### config.mk
export PLATFORM = sky130hd
export DESIGN_NAME = base64_custom_alphabet_decoder
export DESIGN_NICKNAME = d
export VERILOG_FILES = /design/src/hw/rtl/b64d_pkg.sv /design/src/hw/rtl/b64d_group.sv /design/src/hw/rtl/b64d_emit.sv /design/src/hw/rtl/base64_custom_alphabet_decoder.sv
export VERILOG_INCLUDE_DIRS = /design/src /design/src/hw/rtl
export SDC_FILE = /design/constraint.sdc
export NUM_CORES = 1
export LEC_CHECK = 0
export ABC_AREA = 0
export BUFFER_PORTS_ARGS = -buffer_cell sky130_fd_sc_hd__buf_2
export CAP_MARGIN = 20
export CORE_MARGIN = 10
export CORE_UTILIZATION = 50
export CTS_CLUSTER_SIZE = 12
export DETAILED_ROUTE_END_ITERATION = 12
export PLACE_DENSITY = 0.77
export SLEW_MARGIN = 20
export SYNTH_ARGS = -nofsm -noshare
export SYNTH_HDL_FRONTEND = slang
export SYNTH_SLANG_ARGS = --single-unit
### constraint.sdc
create_clock -name i_clk -period 7.9 [get_ports i_clk]
set_input_delay 1.58 -clock i_clk [delete_from_list [all_inputs] [get_ports i_clk]]
set_output_delay 1.58 -clock i_clk [all_outputs]
set_load 0.02 [all_outputs]
### src/hw/rtl/base64_custom_alphabet_decoder_defines.svh
// Assertion macros used by the decoder RTL.
`ifndef BASE64_CUSTOM_ALPHABET_DECODER_DEFINES_SVH
`define BASE64_CUSTOM_ALPHABET_DECODER_DEFINES_SVH

// Check a property on every rising clock edge, skipped while reset is held.
`define B64D_ASSERT(label, prop, msg) \
    label: assert property (@(posedge i_clk) disable iff (!i_rst_n) (prop)) \
        else $error(msg);

// Check a property on every rising clock edge, reset included.
`define B64D_ASSERT_ALWAYS(label, prop, msg) \
    label: assert property (@(posedge i_clk) (prop)) else $error(msg);

`endif

### src/hw/rtl/b64d_pkg.sv
// Types, constants and the alphabet lookup of the base64 decoder.
`default_nettype none

package b64d_pkg;

    localparam logic [7:0] PAD_CHAR = 8'h3D;  // '='
    localparam int unsigned MAX_RES = 4;

    // One decoded symbol: ok is low for a byte outside the alphabet.
    typedef struct packed {
        logic       ok;
        logic [5:0] val;
    } t_sym;

    // One result transaction, without its last-of-step flag.
    typedef struct packed {
        logic [7:0] data;
        logic       has_byte;
        logic       msg_end;
        logic       bad_char;
    } t_res;

    // All results of one input item, first result in res[0].
    typedef struct packed {
        logic [2:0]     cnt;
        t_res [MAX_RES-1:0] res;
    } t_bundle;

    localparam t_res RES_NONE = '{data: 8'h00, has_byte: 1'b0, msg_end: 1'b0, bad_char: 1'b0};

    // Alphabet: ZYX A..W zyx a..w 0..9 + /
    function automatic t_sym sym_lookup(input logic [7:0] c);
        t_sym       s;
        logic [7:0] t;
        s = '{ok: 1'b1, val: 6'd0};
        t = 8'h00;
        if (c == 8'h5A) begin
            s.val = 6'd0;
        end else if (c == 8'h59) begin
            s.val = 6'd1;
        end else if (c == 8'h58) begin
            s.val = 6'd2;
        end else if (c >= 8'h41 && c <= 8'h57) begin
            t     = c - 8'h41 + 8'd3;
            s.val = t[5:0];
        end else if (c == 8'h7A) begin
            s.val = 6'd26;
        end else if (c == 8'h79) begin
            s.val = 6'd27;
        end else if (c == 8'h78) begin
            s.val = 6'd28;
        end else if (c >= 8'h61 && c <= 8'h77) begin
            t     = c - 8'h61 + 8'd29;
            s.val = t[5:0];
        end else if (c >= 8'h30 && c <= 8'h39) begin
            t     = c - 8'h30 + 8'd52;
            s.val = t[5:0];
        end else if (c == 8'h2B) begin
            s.val = 6'd62;
        end else if (c == 8'h2F) begin
            s.val = 6'd63;
        end else begin
            s.ok  = 1'b0;
        end
        return s;
    endfunction

endpackage

`default_nettype wire

### src/hw/rtl/b64d_group.sv
// Group state and single-pass decode of one character into its result bundle.
`default_nettype none

module b64d_group (
    input  wire logic              i_clk,
    input  wire logic              i_rst_n,
    input  wire logic              i_take,
    input  wire logic [7:0]        i_char,
    input  wire logic              i_last,
    output b64d_pkg::t_bundle      o_bundle
);
    import b64d_pkg::*;

    logic [1:0]  r_gp,   n_gp;
    logic [23:0] r_acc,  n_acc;
    logic [2:0]  r_pad,  n_pad;
    logic        r_skip, n_skip;

    t_sym        sym;
    logic        bad;
    logic [23:0] acc_upd;
    logic [2:0]  pad_upd;
    logic [3:0]  pad_tot;
    logic [1:0]  nbytes;
    logic [2:0]  npre;
    t_res [MAX_RES-1:0] pre;
    t_res        term;
    logic        flush;

    always_comb begin
        sym     = sym_lookup(i_char);
        acc_upd = r_acc;
        pad_upd = r_pad;
        bad     = 1'b0;
        if (!r_skip) begin
            if (i_char == PAD_CHAR) begin
                pad_upd = r_pad + 3'd1;
            end else if (!sym.ok) begin
                bad = 1'b1;
            end else begin
                unique case (r_gp)
                    2'd0:    acc_upd = r_acc | {sym.val, 18'd0};
                    2'd1:    acc_upd = r_acc | {6'd0, sym.val, 12'd0};
                    2'd2:    acc_upd = r_acc | {12'd0, sym.val, 6'd0};
                    default: acc_upd = r_acc | {18'd0, sym.val};
                endcase
            end
        end
    end

    // Close the group on its fourth value or at message end; missing slots pad.
    assign flush   = !r_skip && !bad && ((r_gp == 2'd3) || i_last);
    assign pad_tot = {1'b0, pad_upd} + {2'd0, 2'd3 - r_gp};
    assign nbytes  = (pad_tot >= 4'd3) ? 2'd0 : 2'(4'd3 - pad_tot);

    always_comb begin
        pre = {MAX_RES{RES_NONE}};
        if (bad) begin
            pre[0]          = RES_NONE;
            pre[0].bad_char = 1'b1;
            npre            = 3'd1;
        end else if (flush) begin
            pre[0] = '{data: acc_upd[23:16], has_byte: 1'b1, msg_end: 1'b0, bad_char: 1'b0};
            pre[1] = '{data: acc_upd[15:8],  has_byte: 1'b1, msg_end: 1'b0, bad_char: 1'b0};
            pre[2] = '{data: acc_upd[7:0],   has_byte: 1'b1, msg_end: 1'b0, bad_char: 1'b0};
            npre   = {1'b0, nbytes};
        end else begin
            npre   = 3'd0;
        end
    end

    always_comb begin
        n_skip = r_skip || bad;
        if (bad || flush) begin
            n_gp  = 2'd0;
            n_acc = 24'd0;
            n_pad = 3'd0;
        end else if (r_skip) begin
            n_gp  = r_gp;
            n_acc = r_acc;
            n_pad = r_pad;
        end else begin
            n_gp  = r_gp + 2'd1;
            n_acc = acc_upd;
            n_pad = pad_upd;
        end
        term          = RES_NONE;
        term.msg_end  = 1'b1;
        term.bad_char = n_skip;
        if (i_last) begin
            n_gp   = 2'd0;
            n_acc  = 24'd0;
            n_pad  = 3'd0;
            n_skip = 1'b0;
        end
    end

    // Place the byte or error results first, then the terminator.
    always_comb begin
        for (int k = 0; k < MAX_RES; k++) begin
            if (3'(k) < npre) begin
                o_bundle.res[k] = pre[k];
            end else if (3'(k) == npre && i_last) begin
                o_bundle.res[k] = term;
            end else begin
                o_bundle.res[k] = RES_NONE;
            end
        end
        o_bundle.cnt = npre + {2'd0, i_last};
    end

    always_ff @(posedge i_clk) begin
        if (!i_rst_n) begin
            r_gp   <= 2'd0;
            r_acc  <= 24'd0;
            r_pad  <= 3'd0;
            r_skip <= 1'b0;
        end else if (i_take) begin
            r_gp   <= n_gp;
            r_acc  <= n_acc;
            r_pad  <= n_pad;
            r_skip <= n_skip;
        end
    end

endmodule

`default_nettype wire

### src/hw/rtl/b64d_emit.sv
// Result register that holds one bundle and plays it out one transaction a cycle while the receiver is ready.
`default_nettype none
`include "base64_custom_alphabet_decoder_defines.svh"

module b64d_emit (
    input  wire logic              i_clk,
    input  wire logic              i_rst_n,
    input  wire logic              i_load,
    input  b64d_pkg::t_bundle      i_bundle,
    output logic                   o_free,
    output logic                   o_m_tvalid,
    input  wire logic              i_m_tready,
    output logic [7:0]             o_m_tdata,
    output logic [2:0]             o_m_tuser,
    output logic                   o_m_tlast
);
    import b64d_pkg::*;

    logic               r_valid;
    logic [1:0]         r_idx;
    logic [2:0]         r_cnt;
    t_res [MAX_RES-1:0] r_res;
    t_res               cur;
    logic               at_last;
    logic               fire;

    assign cur     = r_res[r_idx];
    assign at_last = ({1'b0, r_idx} + 3'd1) == r_cnt;
    assign fire    = r_valid && i_m_tready;
    assign o_free  = !r_valid || (fire && at_last);

    assign o_m_tvalid = r_valid;
    assign o_m_tdata  = cur.data;
    assign o_m_tlast  = cur.msg_end;
    assign o_m_tuser  = {at_last, cur.bad_char, cur.has_byte};

    always_ff @(posedge i_clk) begin
        if (!i_rst_n) begin
            r_valid <= 1'b0;
            r_idx   <= 2'd0;
        end else if (i_load) begin
            r_valid <= 1'b1;
            r_idx   <= 2'd0;
        end else if (fire) begin
            r_valid <= !at_last;
            r_idx   <= r_idx + 2'd1;
        end
    end

    // Payload needs no reset.
    always_ff @(posedge i_clk) begin
        if (i_load) begin
            r_cnt <= i_bundle.cnt;
            r_res <= i_bundle.res;
        end
    end

    `B64D_ASSERT(a_load_when_free, i_load |-> o_free, "bundle loaded over a busy result register")
    `B64D_ASSERT(a_idx_in_range, r_valid |-> ({1'b0, r_idx} < r_cnt), "result index past bundle count")
    `B64D_ASSERT(a_load_starts, i_load |=> (r_valid && r_idx == 2'd0), "load did not start a bundle")
    `B64D_ASSERT(a_end_is_last, (o_m_tvalid && o_m_tlast) |-> o_m_tuser[2], "terminator not last of step")
    `B64D_ASSERT_ALWAYS(a_reset_idle, !$past(i_rst_n) |-> !r_valid, "result valid right after reset")

endmodule

`default_nettype wire

### src/hw/rtl/base64_custom_alphabet_decoder.sv
// Top level of the permuted-alphabet base64 decoder.
//
//  channel   dir  tdata          tuser                                  tlast
//  s (char)  in   in_char[7:0]   -                                      is_last
//  m (res)   out  out_byte[7:0]  has_byte, bad_char, last_of_step       message_end
//
// An accepted character sits in the input register, where the lookup
// and group update run in one pass; its results load into the result register.
// The result register plays out one transaction per cycle while i_m_tready is
// high, so an item with n results (0 to 4) holds it while they play out.
// Characters that give no result flow at one per cycle while the result register is free.
// Reset (i_rst_n low, synchronous) empties both registers and clears the group.
// A stall on the master side holds the result register; the input register
// then fills and o_s_tready drops.
`default_nettype none

module base64_custom_alphabet_decoder (
    input  wire logic       i_clk,
    input  wire logic       i_rst_n,
    input  wire logic       i_s_tvalid,
    output logic            o_s_tready,
    input  wire logic [7:0] i_s_tdata,   // [7:0] in_char
    input  wire logic       i_s_tlast,   // is_last
    output logic            o_m_tvalid,
    input  wire logic       i_m_tready,
    output logic [7:0]      o_m_tdata,   // [7:0] out_byte
    output logic [2:0]      o_m_tuser,   // [0] has_byte, [1] bad_char, [2] last_of_step
    output logic            o_m_tlast    // message_end
);
    import b64d_pkg::*;

    logic       r_in_valid;
    logic [7:0] r_in_char;
    logic       r_in_last;

    t_bundle    bundle;
    logic       res_free;
    logic       take;
    logic       load;

    // Advance the held character once the result register can take its bundle.
    assign take       = r_in_valid && res_free;
    // Characters with no result only update the group state.
    assign load       = take && (bundle.cnt != 3'd0);
    assign o_s_tready = !r_in_valid || take;

    always_ff @(posedge i_clk) begin
        if (!i_rst_n) begin
            r_in_valid <= 1'b0;
        end else if (o_s_tready) begin
            r_in_valid <= i_s_tvalid;
        end
    end

    // Hold the character payload while it waits.
    always_ff @(posedge i_clk) begin
        if (o_s_tready && i_s_tvalid) begin
            r_in_char <= i_s_tdata;
            r_in_last <= i_s_tlast;
        end
    end

    b64d_group u_group (
        .i_clk    (i_clk),
        .i_rst_n  (i_rst_n),
        .i_take   (take),
        .i_char   (r_in_char),
        .i_last   (r_in_last),
        .o_bundle (bundle)
    );

    b64d_emit u_emit (
        .i_clk      (i_clk),
        .i_rst_n    (i_rst_n),
        .i_load     (load),
        .i_bundle   (bundle),
        .o_free     (res_free),
        .o_m_tvalid (o_m_tvalid),
        .i_m_tready (i_m_tready),
        .o_m_tdata  (o_m_tdata),
        .o_m_tuser  (o_m_tuser),
        .o_m_tlast  (o_m_tlast)
    );

endmodule

`default_nettype wire

==> summary.md <==
| Metric | Value |
|---|---|
| Outcome | finished, final reports clean |
| Cts repair resizes | 0 |
| Placed cells | between 500 and 600 |
| Yosys warns | 0 |
| Required time of the critical path | 8190 ps |
| Reg clk slew, reported paths | 90 ps |
| Synth Flop Type | edfxtp_1 |
| Setup-failing EPs final | 0 |
| Post-CTS setup buffers | 0 |
| # port buffers | 26 |
| Syn avg cell area | about 11 um2 |
| Post-route DRC | 0 |
| RSZ-0062 raised after global routing | false |
| Area grow syn2layout | 9.58% |
| Async SR Flop Fraction | 0% |
| Setup TNS | 0 ps |
| Row cnt | 33 |
| Crit Path Class | register to register |
| Vias | 3156 |
| Slew @ Worst Pin | slightly below 1000 ps |
| Leak | approximately 1.6 nW |
| Largest net degree at the start of global routing | 40 |
| Fraction of layout cells with a size suffix above 1 | between 10% and 20% |
| Root Driver | clkbuf_8 |
| Fin crit share | 69.9% |
| Maximum clock frequency | roughly 0.18 GHz |
| Chip Width | roughly 110 um |
| Vias in the first global route | slightly above 3000 |
| Worst skew pair latency | 360 ps |
| Starting DRT DRC Count | between 200 and 300 |
| Critical path's largest stage delay | 610 ps |
| Routability congestion estimate | 0.884 |
| H-tree Lvls | 3 |
| First-pass GRT wire length | 15100 um |
| CTS tree | yes |
| Wire length per cell | 16.7 um |
| Post-layout util | a little under three fifths |
| HPWL Detailed | between 6000 and 7000 um |
| Cell count after synthesis | 403 |
| Max Cap Viol | 0 |
| Critical path fanouts, max | 39 |
| Grt total ovfl | 0 |
| Total Wirelength | 8830 um |
| Vias per cell | about 6.0 |
| Clk sinks | 81 |
| Fillers | just under 700 |
| Die footprint | 12500 um2 |
| Core ar. | slightly above 8000 um2 |
| Min-delay worst type | register to register |
| Final Hold Fails | 0 |
| Max_slew headroom | 35.2% |
| Critical Path, Cell by Cell | nand4bb_1 > or3_1 > nor2_1 > xor2_1 > ha_1 > inv_1 > fa_1 > a211oi_1 > nand2_1 > mux2i_1 > nand3_1 > inv_1 > ha_1 > or3_1 > and2_1 > buf_4 > nand2b_1 > a21oi_1 |
| Pwr dens | 205 nW/um2 |
| DRT antenna net count | 0 |
| Die Height | roughly 110 um |
| Cell variety after synth | between 60 and 70 |
| GRT Util Overall | about 14% |
| Total Power | between 0.9 and 1 mW |
| Crit path capture type | register |
| Diode count | 0 |
| Cts hold-fix bufs | 0 |
| Commonest non-fill, non-tap cell in the layout | edfxtp_1 |
| Antenna violations before repair | 0 |
| Final Cell Area | 4640 um2 |
| Most frequent cells in the layout | edfxtp_1, nand2_1, dfxtp_1 |
| CP startpoint kind | register |
| VDD IR max | 0.0925 mV |
| Pre-antenna DRT Iters | 5 |
| Fin cells | 529 |
| Pins Over Slew Limit | 0 |
| Post-route minimum period | 5530 ps |
| Crit-path slowest cell | nand3_1 |
| Initial cell density of the core | around half |
| Clk_skew | 12.4 ps |
| Max Buffers Root-to-Sink | 2 |
| I/O pin count | 27 |
| Critical path arrival | around 5800 ps |
| Cell Area, Synth | ~4200 um2 |
| CTS Buf Count | 9 |
| Yosys reg bits | about 80 |
| Number of flops mapped to enable cells by yosys | between 40 and 50 |
| DP Area | around 4400 um2 |
| Register area share after synthesis | between 40 and 50% |
| Final #Nets | roughly 450 |
[worst max-delay path: cells and delay by family, from the launching register on]
kind / cells / cell delay (ps)
DFF: 1 / 530
buffers and inverters: 3 / 640
adders and majority gates: 3 / 850
and+or+nand+nor: 8 / 2720
AOI/OAI and AO/OA: 2 / 330
xor gates and xnor gates: 1 / 190
muxes: 1 / 210
[final timing paths]
| kind | from | endpoint | slack, ps | cells after the start |
|---|---|---|---|---|
| hold / removal | u_group.r_acc[9] | u_group.r_acc[9] | 470 | 1 |
| setup / recovery | r_in_char[6] | u_emit.r_idx[1] | 2370 | 18 |
| setup reg to reg | r_in_char[6] | u_emit.r_idx[1] | 2370 | 18 |
| hold reg to reg | u_group.r_acc[9] | u_group.r_acc[9] | 470 | 1 |
[cell usage after synthesis, drive strengths merged, types with 3 or more instances]
library cell	n	area share, %
a22o	7	1.4
xor2	4	0.83
buf	15	2.1
a21boi	3	0.53
a221oi	4	0.98
or3	3	0.44
o21ai	24	3.1
nor2	31	2.7
mux2i	12	2.8
dfxtp	34	16
ha	16	4.7
xnor2	4	0.83
nand3	6	0.71
a211oi	6	1.4
nor3	19	2.5
nand2	37	3.3
clkbuf	8	0.71
inv	19	1.7
a41oi	3	0.62
edfxtp	47	33
nand2b	6	0.89
a32o	5	1.2
and2	11	1.6
a22oi	16	2.8
a31oi	7	1.0
nor4	4	1.1
a21oi	20	2.5
[where the power goes]
group          switching (mW)  internal [mW]  leakage [nW]  total (mW)
Combinational          0.0625         0.0324         0.797      0.0948
Clock                   0.163          0.213         0.122       0.376
Sequential             0.0149          0.466         0.722       0.481
[cell type report]
| class | count | area (um2) | area share [%] |
|---|---|---|---|
| tap | 105 | 131 | 2.83 |
| multi-input combinational | 281 | 1950 | 42.1 |
| inverter | 19 | 71.3 | 1.54 |
| sequential | 81 | 2090 | 45.1 |
| timing repair buffer | 27 | 138 | 2.97 |
| clock inverter | 7 | 126 | 2.73 |
| clock buffer | 9 | 124 | 2.67 |
[state kept, by name, indices dropped and copies added, names as in the netlist]
register and flops:
u_emit.r_res 35, u_group.r_pad 3, u_emit.o_m_tvalid 1, r_in_valid 1, r_in_char 8, r_in_last 1, u_group.r_gp 2, u_group.r_skip 1
u_emit.r_idx 2, u_emit.r_cnt 3, u_group.r_acc 24
[layer usage]
| layer | share of wire [%] | track usage [%] |
|---|---|---|
| met1 | 45 | 18.4 |
| met2 | 48 | 22.5 |
| met3 | 5.4 | 3.11 |
| met4 | 1.1 | 4.74 |
| met5 | 0 | 0 |
[cell families (layout without fill, tap and decap cells)]
kind of cell / after synthesis / after routing / synth area share (%)
muxes: 14 / 14 / 3.90
buffers and inverters: 42 / 62 / 4.47
xor gates and xnor gates: 8 / 8 / 1.66
and+or+nand+nor: 129 / 129 / 15.6
adders and majority gates: 17 / 17 / 5.20
other: 1 / 2 / 0.0886
DFF: 81 / 81 / 49.4
AOI/OAI and AO/OA: 111 / 111 / 19.6
[per-stage QoR]
step                setup WS, ps  hold slack (ps)
finish                      2370              474
global route                1900              494
CTS                         2380              475
global placement            2710              447
detailed placement          2420              454
floorplan                   3040              430
(Power assumes the default switching activity.)
